<file path="src/hw/rtl/wbs_pkg.sv">
package wbs_pkg;

   localparam int ROW_W   = 14;
   localparam int HIT_W   = 26;
   localparam int SUM_W   = 40;
   localparam int MAG_W   = SUM_W - 1;
   localparam int DEN_W   = HIT_W + ROW_W;
   localparam int QUO_W   = 14;
   localparam int TURN_W  = 16;
   localparam int STEP_W  = $clog2(QUO_W);

   localparam logic [ROW_W-1:0]        ROW_RESET   = 14'd2400;
   localparam logic [ROW_W-1:0]        ROW_MIN     = 14'd3;
   localparam logic [HIT_W-1:0]        HIT_MAX     = {HIT_W{1'b1}};
   localparam logic signed [SUM_W:0]   SUM_HI      = 41'sh7F_FFFF_FFFF;
   localparam logic signed [SUM_W:0]   SUM_LO      = -41'sh7F_FFFF_FFFF;
   localparam logic [QUO_W:0]          TURN_LIMIT  = 15'd16384;
   localparam logic [TURN_W-1:0]       SEARCH_TURN = 16'd2048;
   localparam logic [7:0]              WHITE       = 8'd255;

   typedef enum logic [2:0] {
      ST_IDLE,
      ST_MUL,
      ST_CMP,
      ST_DIV,
      ST_FIN
   } state_type;

endpackage

</file>
<file path="src/hw/rtl/white_blob_steering_unit.sv">
// Ordinary bytes: one per cycle, req_stall stays low.
// Frame-end byte: accumulators update in its accept cycle, then a multiply state (ST_MUL),
// a compare state (ST_CMP) and a restoring divider (ST_DIV, one quotient bit per cycle).
// The result register loads in ST_FIN, reached from ST_MUL (no hits), from ST_CMP (clamped turn)
// or after ST_DIV; input is stalled until then, and longer if the previous result is held.
// Synchronous active-high reset: row length 2400, accumulators and column cleared.
module white_blob_steering_unit #(
   parameter int MAX_ROW_BYTES = 8192
) (
   input  logic                               clock,
   input  logic                               reset,
   input  logic                               csr_write_enable,
   input  logic [wbs_pkg::ROW_W-1:0]          csr_row_bytes,
   input  logic                               req_valid,
   output logic                               req_stall,
   input  logic [7:0]                         req_pixel_byte,
   input  logic                               req_frame_end,
   output logic                               rsp_valid,
   input  logic                               rsp_stall,
   output logic                               rsp_drive_forward,
   output logic signed [wbs_pkg::TURN_W-1:0]  rsp_turn_rate
);
   import wbs_pkg::*;

   localparam int COL_W = (MAX_ROW_BYTES > 2) ? $clog2(MAX_ROW_BYTES) : 2;

   state_type          state_ff, state_in;
   logic [ROW_W-1:0]   row_ff, row_in;
   logic               prev_ff, prev_in;
   logic               prev2_ff, prev2_in;
   logic [COL_W-1:0]   column_ff, column_in;
   logic [HIT_W-1:0]   hit_ff, hit_in;
   logic signed [SUM_W-1:0] sum_ff, sum_in;
   logic [DEN_W-1:0]   den_ff, den_in;
   logic [MAG_W:0]     rem_ff, rem_in;
   logic [QUO_W:0]     quo_ff, quo_in;
   logic [STEP_W-1:0]  step_ff, step_in;
   logic               neg_ff, neg_in;
   logic               fwd_ff, fwd_in;
   logic               rsp_valid_ff, rsp_valid_in;
   logic               rsp_fwd_ff, rsp_fwd_in;
   logic [TURN_W-1:0]  rsp_turn_ff, rsp_turn_in;

   logic [ROW_W-1:0]   r_eff;
   logic               accept;
   logic               white;
   logic               hit;
   logic signed [31:0] win_offset;
   logic signed [SUM_W:0] sum_wide;
   logic [DEN_W:0]     rem_sh;
   logic [TURN_W-1:0]  mag_turn;

   always_comb begin
      if (row_ff < ROW_MIN) begin
         r_eff = ROW_MIN;
      end else if (32'(row_ff) > MAX_ROW_BYTES) begin
         r_eff = ROW_W'(MAX_ROW_BYTES);
      end else begin
         r_eff = row_ff;
      end
   end

   assign req_stall         = (state_ff != ST_IDLE);
   assign accept            = req_valid && !req_stall;
   assign rsp_valid         = rsp_valid_ff;
   assign rsp_drive_forward = rsp_fwd_ff;
   assign rsp_turn_rate     = rsp_turn_ff;

   always_comb begin
      white    = (req_pixel_byte == WHITE);
      hit      = white && prev_ff && prev2_ff && (column_ff >= COL_W'(2));
      // twice the window start's distance from the row center
      win_offset = 2 * (int'(column_ff) - 2) - int'(r_eff);
      sum_wide = {sum_ff[SUM_W-1], sum_ff} + (SUM_W+1)'(win_offset);
      rem_sh   = {rem_ff, 1'b0};
      mag_turn = TURN_W'(quo_ff);

      state_in     = state_ff;
      row_in       = row_ff;
      prev_in      = prev_ff;
      prev2_in     = prev2_ff;
      column_in    = column_ff;
      hit_in       = hit_ff;
      sum_in       = sum_ff;
      den_in       = den_ff;
      rem_in       = rem_ff;
      quo_in       = quo_ff;
      step_in      = step_ff;
      neg_in       = neg_ff;
      fwd_in       = fwd_ff;
      rsp_valid_in = rsp_valid_ff && rsp_stall;
      rsp_fwd_in   = rsp_fwd_ff;
      rsp_turn_in  = rsp_turn_ff;

      if (csr_write_enable) begin
         row_in = csr_row_bytes;
      end

      case (state_ff)
         ST_IDLE: begin
            if (accept) begin
               if (hit) begin
                  if (hit_ff != HIT_MAX) begin
                     hit_in = hit_ff + HIT_W'(1);
                  end
                  if (sum_wide > SUM_HI) begin
                     sum_in = SUM_W'(SUM_HI);
                  end else if (sum_wide < SUM_LO) begin
                     sum_in = SUM_W'(SUM_LO);
                  end else begin
                     sum_in = SUM_W'(sum_wide);
                  end
               end
               if (int'(column_ff) + 1 >= int'(r_eff)) begin
                  column_in = '0;
                  prev_in   = 1'b0;
                  prev2_in  = 1'b0;
               end else begin
                  column_in = COL_W'(int'(column_ff) + 1);
                  prev2_in  = prev_ff;
                  prev_in   = white;
               end
               if (req_frame_end) begin
                  state_in = ST_MUL;
               end
            end
         end
         ST_MUL: begin
            den_in = DEN_W'(hit_ff) * DEN_W'(r_eff);
            rem_in = sum_ff[SUM_W-1] ? (MAG_W+1)'(-sum_ff) : (MAG_W+1)'(sum_ff);
            neg_in = !sum_ff[SUM_W-1] && (sum_ff != '0);
            fwd_in = (hit_ff != '0);
            state_in = (hit_ff != '0) ? ST_CMP : ST_FIN;
         end
         ST_CMP: begin
            // |sum| >= den means the quotient reaches the turn limit
            if (DEN_W'(rem_ff) >= den_ff) begin
               quo_in   = TURN_LIMIT;
               state_in = ST_FIN;
            end else begin
               quo_in   = '0;
               step_in  = '0;
               state_in = ST_DIV;
            end
         end
         ST_DIV: begin
            if (rem_sh >= {1'b0, den_ff}) begin
               rem_in = (MAG_W+1)'(rem_sh - {1'b0, den_ff});
               quo_in = {quo_ff[QUO_W-1:0], 1'b1};
            end else begin
               rem_in = (MAG_W+1)'(rem_sh);
               quo_in = {quo_ff[QUO_W-1:0], 1'b0};
            end
            step_in = step_ff + STEP_W'(1);
            if (step_ff == STEP_W'(QUO_W - 1)) begin
               state_in = ST_FIN;
            end
         end
         ST_FIN: begin
            if (!rsp_valid_ff || !rsp_stall) begin
               rsp_valid_in = 1'b1;
               rsp_fwd_in   = fwd_ff;
               if (!fwd_ff) begin
                  rsp_turn_in = SEARCH_TURN;
               end else if (neg_ff) begin
                  rsp_turn_in = -mag_turn;
               end else begin
                  rsp_turn_in = mag_turn;
               end
               prev_in   = 1'b0;
               prev2_in  = 1'b0;
               column_in = '0;
               hit_in    = '0;
               sum_in    = '0;
               state_in  = ST_IDLE;
            end
         end
         default: begin
            state_in = ST_IDLE;
         end
      endcase
   end

   always_ff @(posedge clock) begin
      if (reset) begin
         state_ff     <= ST_IDLE;
         row_ff       <= ROW_RESET;
         prev_ff      <= 1'b0;
         prev2_ff     <= 1'b0;
         column_ff    <= '0;
         hit_ff       <= '0;
         sum_ff       <= '0;
         step_ff      <= '0;
         rsp_valid_ff <= 1'b0;
      end else begin
         state_ff     <= state_in;
         row_ff       <= row_in;
         prev_ff      <= prev_in;
         prev2_ff     <= prev2_in;
         column_ff    <= column_in;
         hit_ff       <= hit_in;
         sum_ff       <= sum_in;
         step_ff      <= step_in;
         rsp_valid_ff <= rsp_valid_in;
      end
   end

   always_ff @(posedge clock) begin
      den_ff      <= den_in;
      rem_ff      <= rem_in;
      quo_ff      <= quo_in;
      neg_ff      <= neg_in;
      fwd_ff      <= fwd_in;
      rsp_fwd_ff  <= rsp_fwd_in;
      rsp_turn_ff <= rsp_turn_in;
   end

endmodule

</file>
<file path="config.mk">
export PLATFORM = sky130hd
export DESIGN_NAME = white_blob_steering_unit
export DESIGN_NICKNAME = d
export VERILOG_FILES = /design/src/hw/rtl/wbs_pkg.sv /design/src/hw/rtl/white_blob_steering_unit.sv
export SDC_FILE = /design/constraint.sdc
export NUM_CORES = 2
export LEC_CHECK = 0
export BUFFER_PORTS_ARGS = -buffer_cell sky130_fd_sc_hd__buf_2
export CORE_MARGIN = 1.5
export CORE_UTILIZATION = 50
export DETAILED_ROUTE_END_ITERATION = 12
export GPL_TIMING_DRIVEN = 1
export PLACE_DENSITY_LB_ADDON = 0.12
export REMOVE_ABC_BUFFERS = 1
export SYNTH_ARGS = -nofsm -noshare
export SYNTH_HDL_FRONTEND = slang
export SYNTH_SLANG_ARGS = --single-unit
export TNS_END_PERCENT = 30
</file>
<file path="constraint.sdc">
create_clock -name clock -period 21.6 [get_ports clock]
set_input_delay 0 -clock clock [delete_from_list [all_inputs] [get_ports clock]]
set_output_delay 0 -clock clock [all_outputs]
set_load 0.01 [all_outputs]
</file>
After elaboration in Yosys (flattened, before gate mapping)
Cells that the tools add are included.
{ "op_classes": {"addsub": 9, "multipliers": 1, "n_lt_le_gt_ge": 8, "n_eq_ne": 14, "mux": 42, "n_reduce_logical": 25} }
{ "ops": {"columns": ["op", "count"], "rows": [
  ["$mux 40", 7],
  ["$pmux 40 s2", 2],
  ["$mux 26", 4],
  ["$pmux 26 s2", 1],
  ["$add 40x16->41", 1],
  ["$ge 41x40->1", 1],
  ["$gt 41x40->1 const B", 1],
  ["$lt 41x40->1 const B", 1],
  ["$ge 40x40->1", 1],
  ["$mul 26x14->40", 1],
  ["$neg 40->40", 1],
  ["$reduce_bool 40->1", 1],
  ["$sub 40x40->40", 1],
  ["$mux 13", 3],
  ["$ge 32x15->1", 1],
  ["$mux 15", 2],
  ["$pmux 15 s2", 1],
  ["$mux 14", 2],
  ["$add 26x1->26 const B", 1],
  ["$ne 26x26->1 const B", 1],
  ["$pmux 13 s2", 1],
  ["$reduce_bool 26->1", 1],
  ["$mux 3", 6],
  ["$neg 15->16", 1],
  ["other kinds (28)", 56]
]} }
{ "word_totals": {"regBits": 217, "inputBits": 28, "word_cells": 116} }

Depth between registers and ports, before layout
{ "depth": {"depth_word": 11, "depth_mapped": 31, "ltp_nobuf": 30} }

Least setup slack after synthesis
Ideal clock, no wire load.
{ "synth_path": {"path_type": "register to register", "startpoint": "register row_ff[3]", "endpoint": "register den_ff[39] (data pin)", "setup_ns": 0.259, "t_arrival_ns": 7.209, "required_time_ns": 21.341, "slack_ns": 14.131, "path_stages_with_launch": 29, "n_path_buf": 2, "path_cell_list": "dfxtp_1 > nor4_1 > nand3_1 > o31ai_1 > clkbuf_1 > and2_1 > clkbuf_1 > nand2_1 > fa_1 > inv_1 > fa_1 > fa_1 > fa_1 > fa_1 > inv_1 > fa_1 > inv_1 > ha_1 > nand3_1 > nor2_1 > a221oi_1 > a21oi_1 > o311a_1 > nor2_1 > o21ai_1 > a31oi_1 > o21ai_1 > a21oi_1 > xnor2_1"} }
{ "synth_via": {"elab_chain_len": 4, "word_cells_on_any_way": 5, "cone_classes": "1 x mul; 2 x order compare; 2 x mux"} }
{ "synth_lines": {"columns": ["item", "line_no", "source"], "rows": [
  ["start: declaration", "white_blob_steering_unit.sv:28", "logic [ROW_W-1:0] row_ff, row_in;"],
  ["start signal: assignment", "white_blob_steering_unit.sv:197", "row_ff <= row_in;"],
  ["$gt 14x14->1", "white_blob_steering_unit.sv:56", "end else if (32'(row_ff) > MAX_ROW_BYTES) begin"],
  ["$mux 14", "white_blob_steering_unit.sv:56", null],
  ["$mux 14 (*)", "white_blob_steering_unit.sv:54", "if (row_ff < ROW_MIN) begin"],
  ["$mul 26x14->40 (*)", "white_blob_steering_unit.sv:129", "den_in = DEN_W'(hit_ff) * DEN_W'(r_eff);"],
  ["end signal: assignment", "white_blob_steering_unit.sv:209", "den_ff <= den_in;"],
  ["end: declaration", "white_blob_steering_unit.sv:34", "logic [DEN_W-1:0] den_ff, den_in;"]
]} }
Every way passes the cells marked *; elsewhere a longest branch is shown, timed or not.
A chain may end at the register's enable or synchronous reset.

Worst setup path after layout
{ "layout_path": {"startpoint": "register row_ff[3]", "endpoint": "register den_ff[38] (data pin)"} }
The elaborated chain is that of the path after synthesis.

==> impl_results.md <==
- Run status: finished clean
- Total number of vias: 23500
- Fmax: 111 MHz
- Io pins: 47
- Critical path endpoint category: register
- Post-synth EDFFs: 114
- Tcrit/Tclk final: 41.7%
- ANT nets after route: 0
- Synth area leaders: fa_1 21%, ha_1 12%, edfxtp_1 12%, dfxtp_1 7.2%, inv_1 6.2%
- CP arrival: 9.34 ns
- Area post-placement: 0.0293 mm2
- Main synth FF type: edfxtp_1
- DR WL/cell: 20.0 um
- Share of cells above drive strength 1: 4.76%
- Sequential share of power: 32.7%
- DRT iter0 DRCs: 1619
- Ant diodes: 0
- Die height: 242 um
- CTS Sinks: 217
- Avg Inst Size Synth: 8.54 um2
- Most common cell after layout, fill and taps aside: inv_1
- Seq cells post-synth: 217
- Post-cts sizing count: 0
- H-tree depth: 1
- Fin crit period: 9.01 ns
- First-pass DRT Iterations: 7
- Hold_buf cts: 36
- Tot GR Track Use: 28.2%
- Routed wire length: 81800 um
- Rel. slew slack: 21.2%
- Rows: 87
- Yosys warnings: 0
- Switch share: 34.5%
- Clock Power Share: 37.6%
- Biggest area consumer among synthesized cells: fa_1
- Slew @ Worst Pin: 1.18 ns
- Asr flop ratio synth: 0%
- Combinational Power Share: 29.7%
- Finished Cell Area: 0.0307 mm2
- Internal power: 891 uW
- Vias per std cell: 5.75
- Setup violators final: 0
- Synth cell types: 90
- Power per Cell Area: 44.3 mW/mm2
- Synth Cell Area: 0.0285 mm2
- Crit path max fanout: 60
- Clock skew: 0.0195 ns
- RSZ-0062 raised after global routing: false
- Worst path buffer plus inverter count: 4
- Effective utilization at floorplan: 50.6%
- Leakage: 0.0145 uW
- Post-synth top area share: 21.0%
- Crit-path leading delay family: adder cells
- Core ar.: 0.0564 mm2
- Initial antenna violation count: 1
- Gpl congestion: 0.917
- First-pass GRT wire length: 132000 um
- Post-CTS setup buffers: 0
- Layout area overhead: 7.47%
- Type of the worst min-delay path: in2reg
- Clk slew on worst S/H paths: 0.06 ns
- Die area: 0.0585 mm2
- Maximum vdd drop: 0.0602 mV
- Max-cap violations: 0
- Nets@finish: 3918
- Critical path type: reg2reg
- Max-slew violation count: 0
- CP dominant cell by count: fa_1
- Setup TNS: 0 ns
- DRC Markers: 0
- DP HPWL: 63300 um
- CTS root buf: clkbuf_16
- Port Buf Inserts: 46
- Required time of the critical path: 21.93 ns
- Most frequent cells in the layout: 471 x inv_1, 352 x nand2_1, 300 x fa_1
- CTS Buf Count: 28
- Psw: 468 uW
- Largest net degree at the start of global routing: 76
- Vias in the first global route: 24000
- CTS tree: yes
- Post-synthesis sequential area ratio: 19.2%
- Final hold vios: 0
- Syn Inst Count: 3342
- Fillers: 5388
- Worst setup SP type: register
- CP max stage delay: 0.97 ns
- Chip width: 242 um
- Worst path slowest cell: and2_1
- GRT Residual Overflow: 0
- Clk_lat worst skew: 0.59 ns
- Max Root-Sink Buffers: 3
-- cell usage after synthesis (6+ instances only) --
master,count
a2111oi_0,7
a211o_1,6
a211oi_1,34
a21boi_0,13
a21o_1,83
a21oi_1,187
a22oi_1,10
a31oi_1,18
and2_1,104
and3_1,92
and4_1,6
buf_2,7
clkbuf_1,149
dfxtp_1,103
edfxtp_1,114
fa_1,300
ha_1,274
inv_1,471
inv_2,6
mux2i_1,20
nand2_1,353
nand2b_1,27
nand3_1,47
nand4_1,33
nor2_1,216
nor2b_1,31
nor3_1,45
nor4_1,15
o211ai_1,13
o21a_1,31
o21ai_0,103
o21ai_1,51
o21bai_1,17
o31a_1,7
o31ai_1,18
o41ai_1,14
or3_1,25
or4_1,14
xnor2_1,121
xor2_1,62
-- layer usage --
| metal | up-vias | wire length, um | global-route usage [%] |
|---|---|---|---|
| met2 | 724 | 37200 | 45.9 |
| met1 | 11600 | 36400 | 38.5 |
| met4 | 0 | 2700 | 8.66 |
| met3 | 131 | 5450 | 4.74 |
| met5 | - | 0 | 0 |
| li1 | 11100 | - | - |
-- worst register-to-register path: stages, from the launching register on --
cell and delay, ns:
dfxtp_1 0.46, nor4_1 0.38, nand3_1 0.26, o31ai_4 0.22, buf_4 0.42, and2_1 0.97, nand2_1 0.20, fa_1 0.53
fa_1 0.51, inv_1 0.05, fa_1 0.46, fa_1 0.52, fa_1 0.59, inv_1 0.07, fa_1 0.54, inv_1 0.04
ha_1 0.35, a21oi_1 0.18, nor2b_1 0.06, o21ai_0 0.14, nand2b_1 0.09, a32oi_1 0.23, a31oi_1 0.20, a311oi_1 0.54
o31ai_1 0.25, a311oi_1 0.38, xnor2_1 0.10
-- cell type report --
type	instances	area, um2	area share (%)
inverter	478	1790	5.85
clock buffer	37	796	2.59
sequential	217	5490	17.9
timing repair buffer	108	786	2.56
clock inverter	15	213	0.693
multi-input combinational	2483	20700	67.3
tap	756	946	3.08
-- power by group through the flow --
stage          Combinational (uW)  Clock (uW)  Sequential [uW]
6_report                      404         511              444
3_3_place_gp                  386           0              453
3_5_place_dp                  392           0              453
4_1_cts                       401         520              444
2_1_floorplan                 280           0              451
5_1_grt                       445         534              445
-- cells by family (layout without fill, tap and decap cells) --
logic type	Yosys count	in the layout	synth area share, %
AO/OA/AOI/OAI	670	670	15.1
XOR/XNOR	186	186	5.79
adder cells (fa/ha/maj)	574	574	33.1
buffers and inverters	642	638	8.62
flip-flops	217	217	19.2
multiplexers	20	20	0.701
AND/OR/NAND/NOR	1033	1033	17.5
-- through the flow --
stage | setup slack [ns] | util [%] | instances | hold WS, ns | power (uW)
final | 12.59 | 54.4 | 4094 | 0.179 | 1360
after global routing | 12.03 | 54.4 | 4094 | 0.180 | 1420
after detailed placement | 12.73 | 52.0 | 4006 | 0.218 | 845
after floorplan | 12.14 | - | 3178 | 0.0691 | 731
after global placement | 12.93 | 52.0 | 4006 | 0.208 | 839
after CTS | 12.64 | 54.4 | 4094 | 0.141 | 1360
-- registers in the layout, indices dropped and copies added, names as in the netlist, 3 cells and up --
signal / cells
hit_ff: 26
row_ff: 14
sum_ff: 40
step_ff: 4
den_ff: 40
column_ff: 13
quo_ff: 15
rem_ff: 40
state_ff: 3
rsp_turn_rate: 16
-- path summary, 6_finish.rpt --
| kind | start | endpoint | slack [ns] | cells past startpoint |
|---|---|---|---|---|
| hold reg to reg | sum_ff[22] | sum_ff[22] | 0.46 | 2 |
| setup / recovery | row_ff[3] | den_ff[38] | 12.59 | 26 |
| hold / removal | req_valid | hit_ff[1] | 0.18 | 5 |
| setup reg to reg | row_ff[3] | den_ff[38] | 12.59 | 26 |
(Power assumes the default switching activity.)
